## src/rtl/bdd_pkg.sv

```systemverilog
// ----------------------------------------------------------------------------
// bdd_pkg
// Types and constants of the distance decoder.
// ----------------------------------------------------------------------------
package bdd_pkg;

  localparam int unsigned RingDepth  = 4;
  localparam int unsigned RingWidth  = 24;
  localparam int unsigned SymWidth   = 10;
  localparam int unsigned PeekWidth  = 24;
  localparam int unsigned PosWidth   = 32;
  localparam int unsigned DistWidth  = 30;
  localparam int unsigned UsedWidth  = 5;
  localparam int unsigned PfxWidth   = 2;
  localparam int unsigned DirWidth   = 7;
  localparam int unsigned WinWidth   = 5;
  localparam int unsigned CfgIdxWidth = 2;
  localparam int unsigned CfgDataWidth = 7;
  localparam int unsigned InDataWidth  = 72;
  localparam int unsigned OutDataWidth = 40;

  // configuration register indexes
  localparam logic [CfgIdxWidth-1:0] CFG_POSTFIX_BITS = 2'd0;
  localparam logic [CfgIdxWidth-1:0] CFG_DIRECT_CODES = 2'd1;
  localparam logic [CfgIdxWidth-1:0] CFG_WINDOW_BITS  = 2'd2;

  localparam logic [WinWidth-1:0] WINDOW_BITS_RST = 5'd16;
  localparam logic [32:0] WINDOW_SLACK = 33'd16;
  localparam logic [24:0] REL_LIMIT = 25'h100_0000;

  typedef logic [RingDepth-1:0][RingWidth-1:0] ring_t;

  // entry 0 is the newest
  localparam ring_t RING_START = {24'd16, 24'd15, 24'd11, 24'd4};

  localparam logic [1:0] RING_PICK [16] = '{
    2'd0, 2'd1, 2'd2, 2'd3, 2'd0, 2'd0, 2'd0, 2'd0,
    2'd0, 2'd0, 2'd1, 2'd1, 2'd1, 2'd1, 2'd1, 2'd1
  };

  localparam logic signed [2:0] RING_ADJUST [16] = '{
    3'sd0, 3'sd0, 3'sd0, 3'sd0, -3'sd1, 3'sd1, -3'sd2, 3'sd2,
    -3'sd3, 3'sd3, -3'sd1, 3'sd1, -3'sd2, 3'sd2, -3'sd3, 3'sd3
  };

  typedef struct packed {
    logic                 implicit_last;
    logic [SymWidth-1:0]  distance_symbol;
    logic [PeekWidth-1:0] peek_bits;
    logic [PosWidth-1:0]  output_position;
  } item_t;

  typedef struct packed {
    logic [DistWidth-1:0] resolved_distance;
    logic [UsedWidth-1:0] bits_consumed;
    logic                 dictionary_ref;
    logic                 invalid_distance;
  } result_t;

  typedef struct packed {
    logic                 push;
    logic [RingWidth-1:0] ring_dist;
  } ring_upd_t;

endpackage

```

## src/rtl/bdd_resolve.sv

```systemverilog
// ----------------------------------------------------------------------------
// bdd_resolve
// Combinational distance resolution for one symbol against the ring.
// ----------------------------------------------------------------------------
module bdd_resolve (
  input  bdd_pkg::item_t                  item_i,
  input  bdd_pkg::ring_t                  ring_i,
  input  logic [bdd_pkg::PfxWidth-1:0]    postfix_bits_i,
  input  logic [bdd_pkg::DirWidth-1:0]    direct_codes_i,
  input  logic [bdd_pkg::WinWidth-1:0]    window_bits_i,
  output bdd_pkg::result_t                result_o,
  output bdd_pkg::ring_upd_t              upd_o
);
  import bdd_pkg::*;

  logic [SymWidth-1:0]  sym;
  logic [23:0]          ring_sel;
  logic signed [2:0]    adj;
  logic [25:0]          rel_sum;
  logic                 rel_bad;
  logic [10:0]          direct_end;
  logic                 in_direct;
  logic [9:0]           rel;
  logic [9:0]           alpha_size;
  logic [2:0]           nshift;
  logic [9:0]           rel_hi;
  logic [UsedWidth-1:0] nbits;
  logic                 hcode_lsb;
  logic [2:0]           lmask;
  logic [2:0]           lcode;
  logic [24:0]          emask;
  logic [23:0]          extra;
  logic [26:0]          offset;
  logic [26:0]          base;
  logic [DistWidth-1:0] ext_dist;
  logic [32:0]          span;
  logic [32:0]          limit;
  logic [32:0]          reach;
  logic [DistWidth-1:0] res_dist;
  logic [UsedWidth-1:0] used;
  logic                 bad;
  logic                 may_push;
  logic                 dict;

  assign sym = item_i.distance_symbol;

  // ring-relative codes
  assign ring_sel = ring_i[RING_PICK[sym[3:0]]];
  assign adj      = RING_ADJUST[sym[3:0]];
  assign rel_sum  = {2'b00, ring_sel} + {{23{adj[2]}}, adj};
  assign rel_bad  = rel_sum[25] || (rel_sum == 26'd0) || (rel_sum[24:0] > REL_LIMIT);

  assign direct_end = 11'(direct_codes_i) + 11'd16;
  assign in_direct  = {1'b0, sym} < direct_end;

  // extra-bit codes
  assign rel        = sym - 10'(direct_codes_i) - 10'd16;
  assign alpha_size = 10'd48 << postfix_bits_i;
  assign nshift     = {1'b0, postfix_bits_i} + 3'd1;
  assign rel_hi     = rel >> nshift;
  assign nbits      = 5'(rel_hi) + 5'd1;
  assign hcode_lsb  = rel[postfix_bits_i];
  assign lmask      = 3'((4'd1 << postfix_bits_i) - 4'd1);
  assign lcode      = rel[2:0] & lmask;
  assign emask      = ~(25'h1FF_FFFF << nbits);
  assign extra      = item_i.peek_bits & emask[23:0];
  assign offset     = ({25'd0, 1'b1, hcode_lsb} << nbits) - 27'd4;
  assign base       = offset + {3'b000, extra};
  assign ext_dist   = (30'(base) << postfix_bits_i) + 30'(lcode)
                    + 30'(direct_codes_i) + 30'd1;

  always_comb begin
    res_dist = '0;
    used     = '0;
    bad      = 1'b0;
    may_push = 1'b0;
    priority if (item_i.implicit_last) begin
      res_dist = 30'(ring_i[0]);
    end else if (sym < 10'd16) begin
      bad      = rel_bad;
      res_dist = 30'(rel_sum);
      may_push = (sym != 10'd0);
    end else if (in_direct) begin
      res_dist = 30'(sym - 10'd15);
      may_push = 1'b1;
    end else if (rel >= alpha_size) begin
      bad = 1'b1;
    end else begin
      res_dist = ext_dist;
      used     = nbits;
      may_push = 1'b1;
    end
  end

  // backward reach: min(2^window_bits - 16, position), floor at zero
  assign span  = 33'd1 << window_bits_i;
  assign limit = (span > WINDOW_SLACK) ? span - WINDOW_SLACK : 33'd0;
  assign reach = ({1'b0, item_i.output_position} < limit)
               ? {1'b0, item_i.output_position} : limit;
  assign dict  = {3'b000, res_dist} > reach;

  always_comb begin
    if (bad) begin
      result_o = '{resolved_distance: '0, bits_consumed: '0,
                   dictionary_ref: 1'b0, invalid_distance: 1'b1};
    end else begin
      result_o = '{resolved_distance: res_dist, bits_consumed: used,
                   dictionary_ref: dict, invalid_distance: 1'b0};
    end
  end

  assign upd_o.push      = !bad && may_push && !dict;
  assign upd_o.ring_dist = res_dist[23:0];

endmodule

```

## src/rtl/bdd_ring.sv

```systemverilog
// ----------------------------------------------------------------------------
// bdd_ring
// Ring of the last four distances, newest in entry 0.
// ----------------------------------------------------------------------------
module bdd_ring (
  input  logic               clk_i,
  input  logic               rst_ni,
  input  logic               commit_i,
  input  bdd_pkg::ring_upd_t upd_i,
  output bdd_pkg::ring_t     ring_o
);
  import bdd_pkg::*;

  ring_t ring_q;
  ring_t ring_d;

  always_comb begin
    ring_d = ring_q;
    if (commit_i && upd_i.push) begin
      ring_d = {ring_q[2:0], upd_i.ring_dist};
    end
  end

  always_ff @(posedge clk_i or negedge rst_ni) begin
    if (!rst_ni) begin
      ring_q <= RING_START;
    end else begin
      ring_q <= ring_d;
    end
  end

  assign ring_o = ring_q;

endmodule

```

## src/rtl/brotli_distance_decoder_core.sv

```systemverilog
// ----------------------------------------------------------------------------
// brotli_distance_decoder_core
// Path: input register stage, then result register. Throughput: one
// transaction per cycle while the master side accepts; the ring is read
// from the input register stage and updated as that stage hands its
// result on. Reset: asynchronous, clears both stage valids, loads ring
// 4,11,15,16 and registers postfix_bits 0, direct_codes 0, window_bits 16.
// ----------------------------------------------------------------------------
module brotli_distance_decoder_core (
  input  logic                              clk_i,
  input  logic                              rst_ni,
  // configuration
  input  logic                              cfg_we_i,
  input  logic [bdd_pkg::CfgIdxWidth-1:0]   cfg_idx_i,
  input  logic [bdd_pkg::CfgDataWidth-1:0]  cfg_wdata_i,
  // input stream
  input  logic                              s_axis_tvalid,
  output logic                              s_axis_tready,
  // distance_symbol[9:0], peek_bits[33:10], output_position[65:34], zero pad
  input  logic [bdd_pkg::InDataWidth-1:0]   s_axis_tdata,
  // implicit_last[0]
  input  logic                              s_axis_tuser,
  // result stream
  output logic                              m_axis_tvalid,
  input  logic                              m_axis_tready,
  // resolved_distance[29:0], bits_consumed[34:30], zero pad
  output logic [bdd_pkg::OutDataWidth-1:0]  m_axis_tdata,
  // dictionary_ref[0], invalid_distance[1]
  output logic [1:0]                        m_axis_tuser
);
  import bdd_pkg::*;

  logic [PfxWidth-1:0] postfix_bits_q;
  logic [DirWidth-1:0] direct_codes_q;
  logic [WinWidth-1:0] window_bits_q;

  logic      in_valid_q;
  item_t     in_item_q;
  logic      out_valid_q;
  result_t   out_res_q;

  logic      advance;
  logic      take;
  ring_t     ring;
  result_t   res;
  ring_upd_t upd;

  always_ff @(posedge clk_i or negedge rst_ni) begin
    if (!rst_ni) begin
      postfix_bits_q <= '0;
      direct_codes_q <= '0;
      window_bits_q  <= WINDOW_BITS_RST;
    end else if (cfg_we_i) begin
      unique case (cfg_idx_i)
        CFG_POSTFIX_BITS: postfix_bits_q <= cfg_wdata_i[PfxWidth-1:0];
        CFG_DIRECT_CODES: direct_codes_q <= cfg_wdata_i[DirWidth-1:0];
        CFG_WINDOW_BITS:  window_bits_q  <= cfg_wdata_i[WinWidth-1:0];
        default: ;
      endcase
    end
  end

  // input stage moves on when the result register is free or being drained
  assign advance       = !out_valid_q || m_axis_tready;
  assign s_axis_tready = !in_valid_q || advance;
  assign take          = s_axis_tvalid && s_axis_tready;

  always_ff @(posedge clk_i or negedge rst_ni) begin
    if (!rst_ni) begin
      in_valid_q  <= 1'b0;
      out_valid_q <= 1'b0;
    end else begin
      if (s_axis_tready) begin
        in_valid_q <= s_axis_tvalid;
      end
      if (advance) begin
        out_valid_q <= in_valid_q;
      end
    end
  end

  always_ff @(posedge clk_i) begin
    if (take) begin
      in_item_q <= '{implicit_last:   s_axis_tuser,
                     distance_symbol: s_axis_tdata[9:0],
                     peek_bits:       s_axis_tdata[33:10],
                     output_position: s_axis_tdata[65:34]};
    end
    if (advance && in_valid_q) begin
      out_res_q <= res;
    end
  end

  bdd_resolve u_resolve (
    .item_i         (in_item_q),
    .ring_i         (ring),
    .postfix_bits_i (postfix_bits_q),
    .direct_codes_i (direct_codes_q),
    .window_bits_i  (window_bits_q),
    .result_o       (res),
    .upd_o          (upd)
  );

  bdd_ring u_ring (
    .clk_i    (clk_i),
    .rst_ni   (rst_ni),
    .commit_i (advance && in_valid_q),
    .upd_i    (upd),
    .ring_o   (ring)
  );

  assign m_axis_tvalid = out_valid_q;
  assign m_axis_tdata  = {5'd0, out_res_q.bits_consumed, out_res_q.resolved_distance};
  assign m_axis_tuser  = {out_res_q.invalid_distance, out_res_q.dictionary_ref};

endmodule

```

## config.mk

```make
export PLATFORM = sky130hd
export DESIGN_NAME = brotli_distance_decoder_core
export DESIGN_NICKNAME = d
export VERILOG_FILES = /design/src/rtl/bdd_pkg.sv /design/src/rtl/bdd_resolve.sv /design/src/rtl/bdd_ring.sv /design/src/rtl/brotli_distance_decoder_core.sv
export SDC_FILE = /design/constraint.sdc
export NUM_CORES = 1
export LEC_CHECK = 0
export ABC_CLOCK_PERIOD_IN_PS = 10450
export BUFFER_PORTS_ARGS = -buffer_cell sky130_fd_sc_hd__clkbuf_2
export CAP_MARGIN = 10
export CORE_ASPECT_RATIO = 1.1
export CORE_MARGIN = 1
export CORE_UTILIZATION = 45
export DETAILED_ROUTE_END_ITERATION = 10
export PLACE_DENSITY_LB_ADDON = 0.15
export SKIP_CTS_REPAIR_TIMING = 1
export SLEW_MARGIN = 10
export SYNTH_ARGS = -nofsm -noshare
export SYNTH_HDL_FRONTEND = slang
export SYNTH_SLANG_ARGS = --single-unit
```

## constraint.sdc

```tcl
create_clock -name clk_i -period 10.45 [get_ports clk_i]
set_input_delay 0.5225 -clock clk_i [delete_from_list [all_inputs] [get_ports clk_i]]
set_output_delay 0.5225 -clock clk_i [all_outputs]
set_load 0.05 [all_outputs]
```

After elaboration in Yosys (flattened, before gate mapping). Memory sizes are Yosys's and may differ from the RTL's. Cells that the tools add are included.

Input bits: 87. ROM bits: 80. Memories: 2. Output and inout bits: 44. Register bits: 216. Logic and storage cells: 99.

Memory list: (name not given) (depth 16, width 3, rd ports 1, clocked after memory_dff 0, write ports 0, line bdd_resolve.sv:49) `assign adj = RING_ADJUST[sym[3:0]];`; (name not given) (depth 16, width 2, rd ports 1, clocked after memory_dff 0, write ports 0, line bdd_resolve.sv:48) `assign ring_sel = ring_i[RING_PICK[sym[3:0]]];`.

Shift-type cells: 7. Reduce and logical (&&, ||, !) cells: 20. Bitwise logic cells: 4. Equality and inequality tests: 2. $add $sub $neg: 14. Order comparisons: 10. Muxes and demuxes: 23.

Operators by type and width (count): 30-bit two-way mux (4); 33-bit two-way mux (2); 24-bit binary-select mux with 2-bit select (1); 30-bit by 33-bit greater-than comparator with 1-bit output (1); 33-bit by 5-bit greater-than comparator with 1-bit output, second input constant (1); 32-bit by 33-bit less-than comparator with 1-bit output (1); 1-bit by 5-bit << shifter with 33-bit output, first input constant (1); 33-bit by 5-bit subtractor with 33-bit output, second input constant (1); 30-bit by 1-bit adder with 30-bit output, second input constant (1); 30-bit by 3-bit adder with 30-bit output (1); 30-bit by 7-bit adder with 30-bit output (1); 27-bit by 2-bit << shifter with 30-bit output (1); 27-bit by 24-bit adder with 27-bit output (1); 2-bit by 5-bit << shifter with 27-bit output (1); 27-bit by 3-bit subtractor with 27-bit output, second input constant (1); 25-bit by 3-bit adder with 26-bit output (1); 26-bit logical NOT (1); 25-bit greater-than comparator, second input constant (1); 25-bit by 5-bit << shifter with 24-bit output, first input constant (1); 24-bit AND (1); 24-bit two-way mux (1); 24-bit inverter (1); 10-bit by 11-bit less-than comparator with 1-bit output (1); 10-bit by 4-bit subtractor with 11-bit output, second input constant (1); other kinds (29) (52).

Depth between registers and ports, before layout.
Word-level depth: 20. Gate-level depth with buffers: 55. Gate-level depth less buffers: 51.

Hierarchy. Synthesis repeated with hierarchy kept, for this count alone.

Cell total of the unflattened synthesis: 1953. Area, all modules: 18699.2 µm².

Modules (own cells, without submodules): bdd_resolve (cells an instance 1601, instances 1, area an instance 11180.7 µm², sequential area each 0.0 µm²); brotli_distance_decoder_core (cells an instance 149, instances 1, area an instance 3788.6 µm², sequential area each 3524.6 µm²); bdd_ring (cells an instance 203, instances 1, area an instance 3729.8 µm², sequential area each 2413.6 µm²).

Worst setup path after synthesis. No wires, ideal clock.

Path kind: flip-flop to flip-flop. From: register in_item_q[56] in the netlist's numbering. To: register u_ring.ring_q (netlist bit u_ring.ring_o[10]). Path slack: 0.107 ns. Data required time: 10.325 ns. Data arrival time: 10.218 ns. Clock period less this slack: 10.343 ns. Library setup time: 0.125 ns. Stages on the path, launching flop included: 52. Path buffers: 3. Path through: edfxtp_1 > clkbuf_1 > inv_1 > ha_1 > inv_1 > ha_1 > fa_1 > a211oi_2 > o21bai_1 > and2_1 > mux4_2 > ha_1 > o221ai_2 > nor2_1 > o32a_1 > nand2_1 > nor2_1 > a21boi_0 > [... 16 more ...] > and3_1 > o2111a_1 > xor2_1 > nor2_1 > ha_1 > a21oi_1 > a21boi_0 > o21ai_0 > nand2_1 > a31oi_1 > o21ai_0 > o21ai_0 > a21oi_1 > or4b_1 > a21oi_4 > buf_6 > buf_8 > mux2_4.

Longest elaborated chain between the ends: 20. Elaborated cells between the ends (all ways): 54. Those cells by class: add/sub (10); order compare (5); shift (4); mux (20); bitwise (4); reduce/logical (9); memory (2).

Ends and longest elaborated chain: from (decl) (line brotli_distance_decoder_core.sv:38) `item_t in_item_q;`; from (signal assigned) (line brotli_distance_decoder_core.sv:84) `in_item_q <= '{implicit_last: s_axis_tuser,`; branches (longest 14 deep; another with 30-bit by 3-bit adder with 30-bit output); 30-bit two-way mux * (line bdd_resolve.sv:79) `end else if (sym < 10'd16) begin`; 30-bit two-way mux * (line bdd_resolve.sv:77) `priority if (item_i.implicit_last) begin`; via u_resolve.res_dist[27] (line bdd_resolve.sv:39) `logic [DistWidth-1:0] res_dist;`; 30-bit by 33-bit greater-than comparator with 1-bit output * (line bdd_resolve.sv:100) `assign dict = {3'b000, res_dist} > reach;`; 1-bit logical NOT * (line bdd_resolve.sv:112) `assign upd_o.push = !bad && may_push && !dict;`; 1-bit logical AND * (line bdd_resolve.sv:112); 1-bit logical AND * (line bdd_ring.sv:19) `if (commit_i && upd_i.push) begin`; to (signal assigned) (line bdd_ring.sv:28) `ring_q <= ring_d;`; to (decl) (line bdd_ring.sv:14) `ring_t ring_q;`.

Mark *: on every way through the listed nets, which the timed path passes. The select of a mux whose other input is x is not followed. A chain may end at the register's enable or synchronous reset.

Final worst setup path.
From: register in_item_q[58] in the netlist's numbering. To: register u_ring.ring_q (netlist bit u_ring.ring_o[34]).

Same word-level chain as after synthesis.

==> impl_results.rst <==
.. list-table::
   :header-rows: 1

   * - Metric
     - Value
   * - Outcome
     - complete, no violations
   * - Yosys top cell by area
     - sky130_fd_sc_hd__edfxtp_1
   * - Combined buffer and inverter count along the critical path
     - 5
   * - Worst-path clk slew
     - about 0.060 ns
   * - Ys Warns
     - 0
   * - CTS tree
     - done
   * - Share of final-layout standard cells stronger than drive strength 1
     - roughly 31%
   * - Number of iterations in the first detailed-routing pass
     - 5
   * - Total instance count after detailed placement
     - about 2.7k
   * - DRC violations left
     - 0
   * - Leading cell types by total area after synthesis
     - sky130_fd_sc_hd__edfxtp_1 (17%), sky130_fd_sc_hd__dfrtp_1 (14%), sky130_fd_sc_hd__ha_1 (12%)
   * - Post-Syn Area
     - between 0.015 and 0.02 mm2
   * - Last weighted congestion value of the routability-driven placer
     - just over 0.9
   * - Nets@finish
     - 2,474
   * - Count of final max-slew check failures
     - 0
   * - Prevailing post-synth register cell
     - sky130_fd_sc_hd__edfxtp_1
   * - Initial core utilization
     - 45.63%
   * - Part of the Yosys area used for sequential elements
     - a little under a third
   * - Wirelength, routed
     - 56.72 mm
   * - Total count of hold-check failures in the final report
     - 0
   * - Path category of the worst min-delay check
     - input port to asynchronous set/reset pin
   * - Last element of the critical path
     - u_ring.ring_o[34]
   * - Beginning of the critical path
     - in_item_q[58]
   * - Maximum achievable frequency
     - around 0.1 GHz
   * - Global-route usage over all layers
     - between 20% and 30%
   * - Number of port buffers
     - around 120
   * - Unrepaired setup endpoints after global routing
     - yes
   * - Storage cell area
     - between 0.005 and 0.006 mm2
   * - Crit path max-delay family
     - compound AO/OA/AOI/OAI gates
   * - Final setup fails
     - 0
   * - Worst EP arrival
     - between 10 and 15 ns
   * - Origin of the critical flop-to-flop path
     - in_item_q[58]
   * - Via count of the first global-routing pass
     - between 15k and 20k
   * - Maximum fanout along the worst path
     - 9
   * - Number of top-level pins
     - approximately 130
   * - Maximum single-stage delay on the critical path
     - between 0.5 and 0.6 ns
   * - Worst setup path class
     - flop to flop
   * - Maximum number of pins on one net before global-route repair
     - 73
   * - Core Region
     - roughly 0.04 mm2
   * - Top cell type's share of synthesized area
     - roughly 17%
   * - Full die area
     - ~0.043 mm2
   * - Count of state elements after synthesis
     - approximately 220
   * - Final worst-path cycle share
     - 97.45%
   * - Final worst setup slack
     - between 0.2 and 0.3 ns
   * - Vertical die dimension
     - 216.3 um
   * - Area used by multi-input combinational logic
     - roughly 0.013 mm2
   * - Endpoint class of the critical path
     - flop
   * - Area after DPL
     - 0.02117 mm2
   * - Post-synthesis average cell area
     - between 9 and 10 um2
   * - Number of clock sinks
     - 216
   * - Skew final
     - roughly 0.017 ns
   * - Commonest cells after routing, fill and taps aside
     - sky130_fd_sc_hd__buf_4 (195), sky130_fd_sc_hd__ha_1 (171), sky130_fd_sc_hd__nand2_1 (152)
   * - Row count
     - 78
   * - Remaining global-route overflow
     - 0
   * - Maxcap violations
     - 0
   * - Post-Layout Inst Area
     - 0.02288 mm2
   * - Clock Path Buffers
     - 3
   * - Number of synthesized flops with an enable pin
     - about 100
   * - Endpoint of the most critical register-to-register path
     - u_ring.ring_o[34]
   * - Post-layout instance count excluding filler cells
     - roughly 2.8k
   * - TritonCTS Buffers
     - 26
   * - Worst Tran Pin Value
     - just under 0.9 ns
   * - Worst slack at placement
     - -0.4133 ns
   * - Critical path depth
     - 50
   * - Number of nets still failing antenna checks after routing
     - 0
   * - Violation count after the first detailed-route iteration
     - between 800 and 900
   * - CTS H-tree lvls
     - 1
   * - Mean routed wirelength per cell
     - between 20 and 25 um
   * - Mean number of vias per cell
     - 5.739
   * - Antenna violations before repair
     - 0
   * - Die boundary width
     - 196.8 um
   * - FF-to-FF setup slack
     - 0.27 ns
   * - Count of cell types in the netlist
     - approximately 110
   * - Data required time of the worst path
     - between 10 and 15 ns
   * - Nature of the critical path startpoint
     - flop
   * - Half-perimeter wire length of the detailed placement result
     - 43.56 mm
   * - Share of synthesized flip-flops with an asynchronous set or reset
     - approximately half
   * - Area delta synth->final
     - 21.77%
   * - Cell count after synthesis
     - 1,933
   * - Fillers
     - ~3.7k
   * - Clock latency of the later-clocked register in the worst-skew pair
     - approximately 0.58 ns
   * - First-pass GRT wire length
     - 86.91 mm
   * - Worst relative slew slack
     - 40.35%
   * - CP max stage cell
     - sky130_fd_sc_hd__mux4_2
   * - Tmin final
     - just over 10 ns
   * - CTS Root Cell
     - sky130_fd_sc_hd__clkbuf_16
   * - R2R depth
     - 50
   * - Count of vias placed by the detailed router
     - roughly 16k
   * - Leading cell type in the layout, fill and taps excluded
     - sky130_fd_sc_hd__buf_4
   * - Count of antenna diodes in the layout
     - 0
per-layer routing:
metal  vias up  routed length (um)  GRT usage [%]  part of all wire (%)
met5         -                   0              0                     0
met4         0                1918          8.424                   3.4
met3        77                1739          2.350                   3.1
met2       291               27370          44.36                    48
met1      7808               25690          34.86                    45
li1       7755                   -              -                     -
registers in the layout, indices dropped and copies added (netlist names):
| register | cells |
|---|---|
| m_axis_tuser | 2 |
| u_ring.ring_o | 96 |
| m_axis_tvalid | 1 |
| m_axis_tdata | 35 |
| in_item_q | 67 |
| window_bits_q | 5 |
| in_valid_q | 1 |
| direct_codes_q | 7 |
| postfix_bits_q | 2 |
synth_stat cells (all sizes together), types with 25 or more instances:
library cell	number
nor2	115
o211ai	27
xor2	37
xnor2	45
buf	45
mux4	29
mux2i	27
clkbuf	57
nand3	45
a21o	36
nor3	26
mux2	125
o21ai	126
edfxtp	104
a211oi	36
nand2	155
ha	183
and2	41
dfrtp	102
inv	114
nand4	25
a21oi	102
a31oi	25
per-stage QoR:
step	utilization [%]	TNS, ns	hold WS [ns]
detailed placement	51.41	-33.57	0.4818
CTS	53.65	-42.93	0.01376
finish	55.56	0	0.003729
floorplan	-	0	0.2269
global route	55.56	-11.69	0.03400
global placement	51.41	-19.16	0.4669
kinds of logic after synthesis:
group / after synthesis / share of synthesized area, %
other: 2 / 0.03997
muxes: 181 / 13.16
xor gates and xnor gates: 82 / 3.902
adders and majority gates: 191 / 13.04
and+or+nand+nor: 536 / 14.48
DFF: 216 / 31.60
buffers and inverters: 216 / 4.961
AOI/OAI and AO/OA: 509 / 18.82
cell type report:
| type | instances | share of cell area, % |
|---|---|---|
| Clock buffer | 38 | 3.401 |
| Clock inverter | 10 | 0.6289 |
| Inverter | 114 | 1.870 |
| Multi-Input combinational cell | 1508 | 54.80 |
| Timing Repair Buffer | 330 | 10.28 |
| Sequential cell | 216 | 25.95 |
| Tap cell | 560 | 3.062 |
worst reg2reg max path, delay by kind of cell (launching register included):
family,cells,cell delay [ns]
adder cells (fa/ha/maj),8,2.32
multiplexers,3,1.18
flip-flops,1,0.45
XOR/XNOR,2,0.30
AND/OR/NAND/NOR,12,1.65
AO/OA/AOI/OAI,20,3.41
buffers and inverters,5,0.79
worst min path at each step:
stage | startpoint | to | depth (start not counted)
5_1_grt | rst_ni | direct_codes_q[2] | 1
4_1_cts | rst_ni | direct_codes_q[2] | 1
6_report | rst_ni | u_ring.ring_o[73] | 1
3_3_place_gp | in_valid_q | m_axis_tvalid | 1
2_1_floorplan | rst_ni | direct_codes_q[0] | 0
3_5_place_dp | in_valid_q | m_axis_tvalid | 1
Power is not shown: default switching activity piles up to over one toggle a cycle in this logic, so the estimate is an artifact.
